===== src/rtl/ets_pkg.sv =====
// ets_pkg: shared widths, codes and transfer types of the elapsed time statistics block
// no dependencies; imported by ets_div, ets_mul and elapsed_time_statistics
`timescale 1ns / 1ps
`default_nettype none

package ets_pkg;

    // sample counter width, 8 to 64
    localparam int COUNT_BITS = 32;

    // field widths
    localparam int TIME_W   = 30;
    localparam int SUM_W    = 64;
    localparam int DELAY_W  = 20;
    localparam int ACTION_W = 2;
    localparam int STATUS_W = 2;
    localparam int COUNT_W  = 32;

    // shared multiplier operand width
    localparam int MUL_W = 32;

    // divider: one quotient bit per step
    localparam int DIV_STEPS = SUM_W;
    localparam int DIV_CNT_W = $clog2(DIV_STEPS);

    localparam logic [31:0] ONE_SECOND_NS = 32'd1000000000;

    // action codes
    localparam logic [ACTION_W-1:0] ACT_CLEAR  = 2'd0;
    localparam logic [ACTION_W-1:0] ACT_SAMPLE = 2'd1;
    localparam logic [ACTION_W-1:0] ACT_REPORT = 2'd2;
    localparam logic [ACTION_W-1:0] ACT_NOP    = 2'd3;

    // status codes
    localparam logic [STATUS_W-1:0] STATUS_OK  = 2'd0;
    localparam logic [STATUS_W-1:0] STATUS_SAT = 2'd1;
    localparam logic [STATUS_W-1:0] STATUS_FEW = 2'd2;

    // divider request and response
    typedef struct packed {
        logic             start;
        logic [SUM_W-1:0] dividend;
        logic [SUM_W-1:0] divisor;
    } t_div_req;

    typedef struct packed {
        logic             done;
        logic [SUM_W-1:0] quotient;
    } t_div_rsp;

endpackage : ets_pkg

`default_nettype wire


===== src/rtl/ets_mul.sv =====
// ets_mul: shared 32 x 32 multiplier with registered product
// depends on ets_pkg (MUL_W)
`timescale 1ns / 1ps
`default_nettype none

module ets_mul
    import ets_pkg::*;
(
    input  wire logic               i_clk,
    input  wire logic [MUL_W-1:0]   i_op_a,
    input  wire logic [MUL_W-1:0]   i_op_b,
    output logic      [2*MUL_W-1:0] o_product
);

    logic [2*MUL_W-1:0] r_product;

    // product register
    always_ff @(posedge i_clk) begin
        r_product <= (2*MUL_W)'(i_op_a) * (2*MUL_W)'(i_op_b);
    end

    assign o_product = r_product;

endmodule : ets_mul

`default_nettype wire


===== config.mk =====
export PLATFORM = sky130hd
export DESIGN_NAME = ets_mul
export DESIGN_NICKNAME = d
export VERILOG_FILES = /design/src/rtl/ets_pkg.sv /design/src/rtl/ets_mul.sv
export SDC_FILE = /design/constraint.sdc
export NUM_CORES = 2
export LEC_CHECK = 0
export BUFFER_PORTS_ARGS = -buffer_cell sky130_fd_sc_hd__clkbuf_2
export CORE_MARGIN = 1
export CORE_UTILIZATION = 55
export CTS_BUF_LIST = sky130_fd_sc_hd__clkbuf_8 sky130_fd_sc_hd__clkbuf_16
export DETAILED_ROUTE_END_ITERATION = 6
export PLACE_DENSITY = 0.75
export SYNTH_ARGS = -nofsm -noshare
export SYNTH_HDL_FRONTEND = slang
export SYNTH_SLANG_ARGS = --single-unit

===== constraint.sdc =====
create_clock -name i_clk -period 18.56 [get_ports i_clk]
set_clock_uncertainty 0.1 [all_clocks]
set_input_delay 1.856 -clock i_clk [delete_from_list [all_inputs] [get_ports i_clk]]
set_output_delay 1.856 -clock i_clk [all_outputs]
set_load 0.005 [all_outputs]

======== After elaboration in Yosys (flattened, before gate mapping) ========
Index checks and enable logic that the tools add are counted.
operators by class
  $mul .................................... 1
operators with widths
  kind              count
  $mul A32 B32 Y64  1
storage, ports and cells
  bits in registers ....................... 64
  word-level logic and storage cells ...... 2

======== Depth between registers and ports, before layout ========
  depth in word-level cells ............... 1
  mapped depth ............................ 29

======== Least setup slack after synthesis ========
Ideal clock, no wire load.
  kind .................................... in2reg
  start ................................... input i_op_a[25]
  end ..................................... register r_product[62] (netlist: o_product[62])
  setup time .............................. 0.072 ns
  data arrival time ....................... 8.537 ns
  required time ........................... 18.388 ns
  slack ................................... 9.851 ns
  stages on the path ...................... 25
  path buffers ............................ 2
  cells stage by stage .................... clkbuf_1 > nand2_1 > fa_1 > inv_1 > fa_1 > inv_1 > fa_1 > inv_1 > fa_1 > fa_1 > fa_1 > fa_1 > inv_1 > fa_1 > inv_1 > ha_1 > buf_2 > nand4_1 > or4_1 > or3_1 > a31oi_1 > a31o_2 > a211oi_1 > o21ai_1 > xor2_1
between the ends
  cells in the longest elaborated chain, start to end .. 1
ends and longest elaborated chain
  what                  RTL line       RTL
  start, declared       ets_mul.sv:10  input wire logic [MUL_W-1:0] i_op_a,
  $mul A32 B32 Y64      ets_mul.sv:19  r_product <= (2*MUL_W)'(i_op_a) * (2*MUL_W)'(i_op_b);
  end signal, assigned  ets_mul.sv:19
  end, declared         ets_mul.sv:15  logic [2*MUL_W-1:0] r_product;
No other way between the ends.

======== Final worst setup path ========
  start ................................... input i_op_b[8]
  end ..................................... register r_product[62] (netlist: o_product[62])
between the ends
  cells in the longest elaborated chain, start to end .. 1
ends and longest elaborated chain
  what              RTL line       RTL
  start, declared   ets_mul.sv:11  input wire logic [MUL_W-1:0] i_op_b,
  $mul A32 B32 Y64  ets_mul.sv:19
No other way between the ends.

==> results.json <==
{
  "status": "finished, final reports clean",
  "grt_pass1_wl_um": 148000,
  "ys_warn_count": 0,
  "tightest_slew_ns": 0.994,
  "drc": 0,
  "slew_viol_final": 0,
  "die_h_um": 253,
  "drive_above_1_share_pct": 4.59,
  "post_cts_buffers": 0,
  "fillers": 5472,
  "cts_buffer_depth": 2,
  "synth_most_common_cell": "fa_1",
  "io_buffers": 128,
  "hp-class": "in -> reg",
  "drt_wl_total_um": 90700,
  "worst_setup_path_end_kind": "flop",
  "dieArea_mm2": 0.0641,
  "cp-start-kind": "primary input",
  "hold_slack_ns": 2.25,
  "grt.total_usage_pct": 30.1,
  "min_period_ns": 9.64,
  "synth_ff_type": "dfxtp_1",
  "io_pins": 129,
  "drt-vias-per-instance": 5.52,
  "htreeDepth": 3,
  "areaGrowthSynthToFinish_pct": 3.66,
  "die_w_um": 253,
  "hold_viol_final": 0,
  "wl_per_cell_um": 20.1,
  "cts_tree": "built",
  "required_ns": 18.73,
  "synthTopCellsByCount": "fa_1 (896), inv_1 (865), and2_1 (602)",
  "cp_max_fo": 32,
  "setup_tns_ns": 0,
  "slew-limit-headroom_pct": 33.8,
  "crit_type": "in -> reg",
  "placedCellCount": 4501,
  "async_flop_share_pct": 0,
  "routabilityCongestion": 0.911,
  "synth_top_area_share_pct": 51.7,
  "arrival_ns": 9.80,
  "synth_area_mm2": 0.0347,
  "grt_pass1_vias": 27512,
  "grt_setup_unrepaired": "no",
  "grt_overflow_total": 0,
  "via_count": 24926,
  "clk_pin_slew_ns": 0.06,
  "yosysSeqAreaShare_pct": 3.69,
  "place_hpwl_um": 70900,
  "synth_area_leaders": "fa_1 (52%), and2_1 (11%), ha_1 (9.5%), inv_1 (9.4%), nand2_1 (5.2%)",
  "core_mm2": 0.0621,
  "finalNonFillerCells": 4517,
  "synth_area_per_cell_um2": 9.25,
  "final_util_pct": 57.9,
  "cts-root-buf": "clkbuf_16",
  "grt_max_degree": 33,
  "fin_crit_sh_pct": 51.9,
  "cts_resized": 0,
  "setup_violations": 0,
  "dr.first_iter.drc_count": 1690,
  "largest_reg_flops": 64,
  "cts_sinks": 64,
  "synth.ff_latch_count": 64,
  "ant_nets": 0,
  "synth.largest_area_cell": "fa_1",
  "cts-buffers-inserted": 9,
  "diodes": 0,
  "max_freq_mhz": 104,
  "fin_nets": 4899,
  "synthCells": 3748,
  "synth.net_count": 4972,
  "rows": 91,
  "max_cap_violations": 0,
  "synth_edf_count": 0,
  "synth.distinct_cells": 57,
  "dr.pass1.iters": 5,
  "antenna_found_initial": 3,
  "start_util_pct": 55.9,
  "cts_hold_buf": 0
}
==> cell usage in the layout, fill, tap and decap left out, types with 4 or more instances in the layout <==
cell type  count
fa_1         896
inv_1        865
and2_1       602
nand2_1      480
ha_1         263
clkbuf_2     128
dfxtp_1       64
a21oi_1       63
a21o_1        40
xnor2_1       35
xor2_1        25
nand4_1       23
o21ai_0       21
nor2_1        20
and3_1        14
a31oi_1       12
o21bai_1      10
nand3_1       10
o21a_1         9
clkbuf_16      9
buf_4          8
nor3_1         7
o21ai_1        5
a221o_1        4
==> final timing paths <==
path | start | endpoint | slack [ns] | cells past startpoint
max | i_op_b[8] | o_product[62] | 8.92 | 24
min | i_op_a[0] | o_product[0] | 2.25 | 2
==> area by class of cell <==
type                    instances  area [um2]  area share [%]
multi-input cells            2599       29300            81.6
inverters                     865        3250            9.03
flip-flops and latches         64        1280            3.56
well taps                     837        1050            2.91
repair buffers                136         701            1.95
clock buffers                  10         239           0.665
clock inverters                 6         115           0.320
==> kinds of logic after synthesis <==
kind of cell    count (synthesis)  synth area share, %
simple gates                 1177                 17.6
fa+ha+maj                    1159                 61.2
buf+inv                      1085                 11.8
compound gates                202                 4.15
flops                          64                 3.69
xor+xnor                       60                 1.52
mux                             1               0.0289
==> through the flow <==
stage                     setup WS, ns  instance area [um2]
after floorplan                   9.85                34700
after global placement            8.79                35600
after detailed placement          8.66                35600
after CTS                         9.01                35900
after global routing              8.65                35900
final                             8.92                35900
==> layer usage <==
metal	global-route usage, %	up-vias	wire length [um]
met5	0	-	7
met4	18.6	2	6470
met3	3.39	295	5550
met2	52.3	1006	45900
met1	35.8	12934	32800
li1	-	10689	-
==> critical path, cell delays in order <==
cell and delay (ns):
clkbuf_2 0.67, nand2_1 0.19, fa_1 0.57, inv_1 0.05
fa_1 0.52, inv_1 0.06, fa_1 0.52, inv_1 0.06
fa_1 0.49, fa_1 0.58, fa_1 0.43, fa_1 0.52
inv_1 0.06, fa_1 0.47, inv_1 0.04, ha_1 0.42
nand4_1 0.23, or4_1 0.48, or3_1 0.37, a31oi_1 0.49
a31o_2 0.29, a211oi_1 0.10, o21ai_1 0.17, xor2_1 0.15
Power is left out: the tool's default activity adds up to more than one toggle a clock period on the data nets, which glitch-free logic cannot reach.
