[config.mk]
export PLATFORM = sky130hd
export DESIGN_NAME = ets_div
export DESIGN_NICKNAME = d
export VERILOG_FILES = /design/src/rtl/ets_pkg.sv /design/src/rtl/ets_div.sv
export SDC_FILE = /design/constraint.sdc
export NUM_CORES = 1
export LEC_CHECK = 0
export ABC_AREA = 1
export BUFFER_PORTS_ARGS = -buffer_cell sky130_fd_sc_hd__buf_2
export CORE_ASPECT_RATIO = 1.2
export CORE_MARGIN = 8
export CORE_UTILIZATION = 59
export DETAILED_ROUTE_END_ITERATION = 6
export PLACE_DENSITY = 0.83
export RECOVER_POWER = 100
export SYNTH_ARGS = -nofsm -noshare
export SYNTH_HDL_FRONTEND = slang
export SYNTH_SLANG_ARGS = --single-unit
[constraint.sdc]
create_clock -name i_clk -period 2.83 [get_ports i_clk]
set_input_delay 0.283 -clock i_clk [delete_from_list [all_inputs] [get_ports i_clk]]
set_output_delay 0.283 -clock i_clk [all_outputs]
set_load 0.1 [all_outputs]
[src/rtl/ets_pkg.sv]
// ets_pkg: shared widths, codes and transfer types of the elapsed time statistics block
// no dependencies; imported by ets_div, ets_mul and elapsed_time_statistics
`timescale 1ns / 1ps
`default_nettype none

package ets_pkg;

    // sample counter width, 8 to 64
    localparam int COUNT_BITS = 32;

    // field widths
    localparam int TIME_W   = 30;
    localparam int SUM_W    = 64;
    localparam int DELAY_W  = 20;
    localparam int ACTION_W = 2;
    localparam int STATUS_W = 2;
    localparam int COUNT_W  = 32;

    // shared multiplier operand width
    localparam int MUL_W = 32;

    // divider: one quotient bit per step
    localparam int DIV_STEPS = SUM_W;
    localparam int DIV_CNT_W = $clog2(DIV_STEPS);

    localparam logic [31:0] ONE_SECOND_NS = 32'd1000000000;

    // action codes
    localparam logic [ACTION_W-1:0] ACT_CLEAR  = 2'd0;
    localparam logic [ACTION_W-1:0] ACT_SAMPLE = 2'd1;
    localparam logic [ACTION_W-1:0] ACT_REPORT = 2'd2;
    localparam logic [ACTION_W-1:0] ACT_NOP    = 2'd3;

    // status codes
    localparam logic [STATUS_W-1:0] STATUS_OK  = 2'd0;
    localparam logic [STATUS_W-1:0] STATUS_SAT = 2'd1;
    localparam logic [STATUS_W-1:0] STATUS_FEW = 2'd2;

    // divider request and response
    typedef struct packed {
        logic             start;
        logic [SUM_W-1:0] dividend;
        logic [SUM_W-1:0] divisor;
    } t_div_req;

    typedef struct packed {
        logic             done;
        logic [SUM_W-1:0] quotient;
    } t_div_rsp;

endpackage : ets_pkg

`default_nettype wire

[src/rtl/ets_div.sv]
// ets_div: restoring unsigned divider, one quotient bit per cycle
// depends on ets_pkg (widths, t_div_req, t_div_rsp)
`timescale 1ns / 1ps
`default_nettype none

module ets_div
    import ets_pkg::*;
(
    input  wire logic     i_clk,
    input  wire logic     i_rst_n,
    input  wire t_div_req i_req,
    output t_div_rsp      o_rsp
);

    logic                 r_busy;
    logic                 r_done;
    logic [DIV_CNT_W-1:0] r_cnt;
    logic [SUM_W-1:0]     r_rem;
    logic [SUM_W-1:0]     r_quo;
    logic [SUM_W-1:0]     r_dvs;

    logic [SUM_W:0]       shifted;
    logic [SUM_W:0]       trial;
    logic                 fits;

    // one restoring step: shift in the next dividend bit, try the subtract
    always_comb begin
        shifted = {r_rem, r_quo[SUM_W-1]};
        trial   = shifted - {1'b0, r_dvs};
        fits    = !trial[SUM_W];
    end

    // control
    always_ff @(posedge i_clk) begin
        if (!i_rst_n) begin
            r_busy <= 1'b0;
            r_done <= 1'b0;
            r_cnt  <= '0;
        end else if (i_req.start) begin
            r_busy <= 1'b1;
            r_done <= 1'b0;
            r_cnt  <= '0;
        end else if (r_busy) begin
            r_cnt <= r_cnt + 1'b1;
            if (r_cnt == DIV_CNT_W'(DIV_STEPS - 1)) begin
                r_busy <= 1'b0;
                r_done <= 1'b1;
            end
        end else begin
            r_done <= 1'b0;
        end
    end

    // datapath
    always_ff @(posedge i_clk) begin
        if (i_req.start) begin
            r_rem <= '0;
            r_quo <= i_req.dividend;
            r_dvs <= i_req.divisor;
        end else if (r_busy) begin
            r_rem <= fits ? trial[SUM_W-1:0] : shifted[SUM_W-1:0];
            r_quo <= {r_quo[SUM_W-2:0], fits};
        end
    end

    assign o_rsp.done     = r_done;
    assign o_rsp.quotient = r_quo;

endmodule : ets_div

`default_nettype wire

==> Word level (Yosys, flattened, before mapping) <==
Index checks and enable logic that the tools add are counted.
Widths: inputs -> output; s select.
{ "totals": {"regBits": 200} }
{ "classes": {"addsub": 2, "n_eq_ne": 1, "muxes": 6, "n_bitwise": 2, "n_reduce_logical": 4} }
{ "op_table": {"columns": ["operator", "count"], "rows": [
  ["$mux 64", 3],
  ["$sub 65x64->65", 1],
  ["$add 6x1->6 const B", 1],
  ["$eq 6x6->1 const B", 1],
  ["$mux 1", 3],
  ["$reduce_or 3->1", 1],
  ["$not 1->1", 2],
  ["$reduce_bool 2->1", 1],
  ["$reduce_or 2->1", 1],
  ["$logic_not 1->1", 1]
]} }

==> Longest topological paths before layout <==
{ "logic_depth": {"word_depth": 4, "ltp_mapped": 21, "ltp_nobuf": 19} }

==> Worst setup path after synthesis <==
Ideal clock, no wire load.
{ "synth_path": {"kind": "reg-to-reg", "from": "reg r_quo[63]", "to": "reg r_quo[0] (data pin)", "arrival_time_ns": 2.974, "slack_ns": -0.410, "path_stages_with_launch": 20, "n_path_buf": 2, "synth_period_minus_slack_ns": 3.240, "path_cell_list": "edfxtp_1 > inv_1 > ha_1 > fa_1 > inv_1 > nand2_1 > nand2_1 > nand3_1 > nand2_2 > nand2_1 > nand2_2 > nand2_1 > nand2_2 > nand2_4 > nand2_4 > nand2_2 > nand2_2 > buf_12 > buf_6 > o21ai_1"} }
{ "synth_between": {"elab_chain_cells": 4} }
{ "synth_lines": {"columns": ["element", "line", "rtl"], "rows": [
  ["start, declared", "ets_div.sv:19", "logic [SUM_W-1:0] r_quo;"],
  ["start signal, assigned", "ets_div.sv:58", "r_quo <= i_req.dividend;"],
  ["start signal, assigned", "ets_div.sv:62", "r_quo <= {r_quo[SUM_W-2:0], fits};"],
  ["$sub 65x64->65", "ets_div.sv:29", "trial = shifted - {1'b0, r_dvs};"],
  ["$logic_not 1->1", "ets_div.sv:30", "fits = !trial[SUM_W];"],
  ["$mux 64", "ets_div.sv:60", "end else if (r_busy) begin"],
  ["$mux 64", "ets_div.sv:56", "if (i_req.start) begin"]
]} }
Every way passes these cells. The select of a mux whose other input is x is not followed.
A chain may end at the register's enable or synchronous reset.

==> Final worst setup path <==
{ "layout_path": {"from": "reg r_dvs[0]", "to": "reg r_rem[22]"} }
{ "layout_between": {"elab_chain_cells": 2} }
{ "layout_lines": {"columns": ["element", "line", "rtl"], "rows": [
  ["start, declared", "ets_div.sv:20", "logic [SUM_W-1:0] r_dvs;"],
  ["start signal, assigned", "ets_div.sv:59", "r_dvs <= i_req.divisor;"],
  ["$sub 65x64->65", "ets_div.sv:29", null],
  ["$mux 64", "ets_div.sv:61", "r_rem <= fits ? trial[SUM_W-1:0] : shifted[SUM_W-1:0];"],
  ["end signal, assigned", "ets_div.sv:61", null],
  ["end, declared", "ets_div.sv:18", "logic [SUM_W-1:0] r_rem;"]
]} }
Every way passes these cells.

==> flow_metrics.env <==
export IMPL_pwr_share_clk=0.336
export IMPL_routed_wirelength_mm=44.1
export IMPL_post_cts_buffers=0
export IMPL_yosysTopAreaCell="nand2_1"
export IMPL_drtAntennaViolNets=0
export IMPL_maxCapViolCount=1
export IMPL_start_util=0.595
export IMPL_grt_setup_unrepaired="true"
export IMPL_clk_path_buf_depth=2
export IMPL_hold_end="r_dvs[50]$_DFFE_PP_"
export IMPL_swShare=0.346
export IMPL_grt_max_degree=124
export IMPL_hold_viol=0
export IMPL_post_route_util=0.702
export IMPL_seq_power_share=0.451
export IMPL_r2r_slack_ns=0.20
export IMPL_syn_nets=2489
export IMPL_path_delay_family="simple AND/OR/NAND/NOR gates"
export IMPL_clk_latency_ns=0.46
export IMPL_antennaDiodeCount=0
export IMPL_htreeDepth=4
export IMPL_area_delta_synth_final_pct=18.0
export IMPL_syn_area_per_cell_um2=6.34
export IMPL_routed_via_density=4.99
export IMPL_finalSetupViolations=0
export IMPL_syn_inst=2292
export IMPL_fmax_mhz=380
export IMPL_ys_seq_elements=200
export IMPL_vias=14325
export IMPL_cpPeakStageDelay_ns=0.42
export IMPL_netlist_top_cells_area="nand2_1 27%, edfxtp_1 26%, inv_1 13%"
export IMPL_share_comb_of_total_power=0.213
export IMPL_fin_crit_sh=0.930
export IMPL_setup_ws_ns=0.198
export IMPL_finalMaxSlewViolations=66
export IMPL_holdPathStages=1
export IMPL_path_cells="ha_4 -> fa_2 -> inv_2 -> nand2_1 -> nand2_1 -> nand3_1 -> nand2_2 -> nand2_1 -> nand2_2 -> nand2_1 -> nand2_2 -> nand2_4 -> nand2_4 -> nand2_2 -> nand2_4 -> buf_12 -> nand2_1 -> nand3_1 -> nand2_1"
export IMPL_fin_skew_ns=0.0112
export IMPL_fin_area_um2=17200
export IMPL_path_common_cell="nand2_1"
export IMPL_synth_top_cells_by_count="1,048 x nand2_1, 502 x inv_1, 133 x nand3_1"
export IMPL_fill_cells=2206
export IMPL_drc=0
export IMPL_post_place_cells=2791
export IMPL_r2r_end="r_rem[22]$_SDFFE_PP0P_"
export IMPL_grt_antenna_before_repair=0
export IMPL_rr_worst_depth=19
export IMPL_root_buffer="clkbuf_16"
export IMPL_numCtsBuffers=17
export IMPL_place_port_buffers=195
export IMPL_die_area_um2=29900
export IMPL_synth_seq_area_share=0.363
export IMPL_r2r_start="r_dvs[0]$_DFFE_PP_"
export IMPL_worstMarginPinSlew_ns=1.63
export IMPL_leakage_uw=0.00962
export IMPL_synth_ff_type="edfxtp_1"
export IMPL_first_pass_iters=6
export IMPL_layout_cells_non_filler=2868
export IMPL_outcome="complete, but fails checks"
export IMPL_synth_top_area_frac=0.271
export IMPL_cp_arrival_ns=2.98
export IMPL_grtUsageTotal=0.293
export IMPL_wire_per_inst_um=15.4
export IMPL_nets=2727
export IMPL_num_rows=63
export IMPL_cp_end_kind="flip-flop"
export IMPL_ys_async_sr_fraction=0
export IMPL_violations="max-capacitance violations, max-slew violations"
export IMPL_cts_tree="yes"
export IMPL_ys_warn_count=0
export IMPL_grt_overflow=0
export IMPL_slew_headroom=-0.0881
export IMPL_power_switching_uw=2610
export IMPL_intPower_uw=4920
export IMPL_clock_sinks=200
export IMPL_multiInputGateArea_um2=7380
export IMPL_drive_above_1_share=0.111
export IMPL_dpl_cell_area_um2=16200
export IMPL_cp_required_ns=3.18
export IMPL_globalplace_congestion=0.996
export IMPL_synth_cell_type_count=37
export IMPL_drt_iter0_drc=1025
export IMPL_dp_final_hpwl_mm=34.5
export IMPL_hp_class="in -> reg"
export IMPL_pre_cts_slack_ns=0.184
export IMPL_period_needed_ns=2.63
export IMPL_clkTransAtPathRegs_ns=0.08
export IMPL_worstHoldStart="i_req[50]"
export IMPL_die_h_um=188
export IMPL_regArea_um2=5290
export IMPL_startpoint_type="flip-flop"
export IMPL_core_area_um2=24400
export IMPL_crit_path_top_delay_cell="edfxtp_1"
export IMPL_grt_pass1_vias=14235
export IMPL_synth_most_common_cell="nand2_1"
export IMPL_critical_path_class="reg -> reg"
export IMPL_worstPathMaxFanout=25
export IMPL_vdd_drop_max_v=0.000613
export IMPL_die_w_um=159
export IMPL_synth_edf_count=128
export IMPL_power_density_nw_per_um2=439
export IMPL_critical_path_buf_inv_count=2
export IMPL_io_pins=196
export IMPL_grt_pass1_wl_mm=70.3
export IMPL_syn_cell_area_um2=14500
flip-flops by register name (all words and copies together) (netlist names):
register	count
r_busy	1
r_cnt	6
r_done	1
r_dvs	64
r_quo	64
r_rem	64
worst reg2reg max path, stage by stage, from the launching register on:
cell      delay [ns]
edfxtp_1        0.42
ha_4            0.19
fa_2            0.36
inv_2           0.08
nand2_1         0.05
nand2_1         0.07
nand3_1         0.08
nand2_2         0.11
nand2_1         0.08
nand2_2         0.10
nand2_1         0.07
nand2_2         0.11
nand2_4         0.09
nand2_4         0.09
nand2_2         0.06
nand2_4         0.11
buf_12          0.22
nand2_1         0.11
nand3_1         0.09
nand2_1         0.05
worst max-delay path by stage:
stage,startpoint,to,depth (start not counted)
finish,r_dvs[0]$_DFFE_PP_,r_rem[22]$_SDFFE_PP0P_,19
global route,r_quo[63]$_DFFE_PP_,r_rem[22]$_SDFFE_PP0P_,20
CTS,r_dvs[0]$_DFFE_PP_,r_rem[22]$_SDFFE_PP0P_,19
detailed placement,r_dvs[0]$_DFFE_PP_,r_rem[35]$_SDFFE_PP0P_,19
global placement,r_dvs[0]$_DFFE_PP_,r_rem[48]$_SDFFE_PP0P_,19
floorplan,r_quo[63]$_DFFE_PP_,r_quo[0]$_DFFE_PP_,19
metrics by stage:
| stage | hold WS (ns) | power [µW] | TNS [ns] |
|---|---|---|---|
| finish | 0.00707 | 7530 | 0 |
| global placement | 0.456 | 5010 | 0 |
| floorplan | 0.382 | 4630 | -12.02 |
| global route | 0.0000745 | 7770 | -0.0127 |
| CTS | 0.0000134 | 7570 | 0 |
| detailed placement | 0.461 | 5040 | 0 |
per-layer routing:
layer	GRT usage	up-vias	wire length (µm)
met4	0.125	0	1700
met5	0	-	0
met3	0.0649	90	3070
li1	-	7317	-
met1	0.340	6404	18100
met2	0.511	514	21100
power groups by stage:
stage | Sequential [µW] | Clock, µW | Combinational (µW)
final | 3400 | 2530 | 1600
after detailed placement | 3450 | 0 | 1580
after floorplan | 4120 | 0 | 511
after global routing | 3410 | 2640 | 1720
after global placement | 3450 | 0 | 1560
after CTS | 3390 | 2550 | 1630
area by class of cell:
type | instances | share of cell area
clock buffers | 19 | 0.0252
clock inverters | 13 | 0.00912
inverters | 506 | 0.111
multi-input cells | 1545 | 0.430
flip-flops and latches | 200 | 0.308
well taps | 325 | 0.0237
repair buffers | 260 | 0.0927
cells by family after synthesis:
kind of cell    after synthesis  synth area share
compound gates               74            0.0263
xor+xnor                     31            0.0187
fa+ha+maj                    66            0.0573
buf+inv                     547             0.149
flops                       200             0.363
simple gates               1374             0.385
repair_timing:
action	in CTS	in global routing
gates resized for setup	0	4
endpoints found under the setup margin	0	26
endpoints found under the hold margin	41	2
hold buffers	41	2
cells in the final DEF (no fill, tap or decap), types with 25 or more instances in the layout:
master and n:
nor2_1 98, nand2_1 1036, nand2_2 30, clkbuf_1 69
dlygate4sd3_1 43, nand3_1 110, ha_1 64, a21oi_1 53
buf_2 128, inv_1 500, edfxtp_1 128, dfxtp_1 72
nand2_4 25
Power figures use the tool's default switching activity.
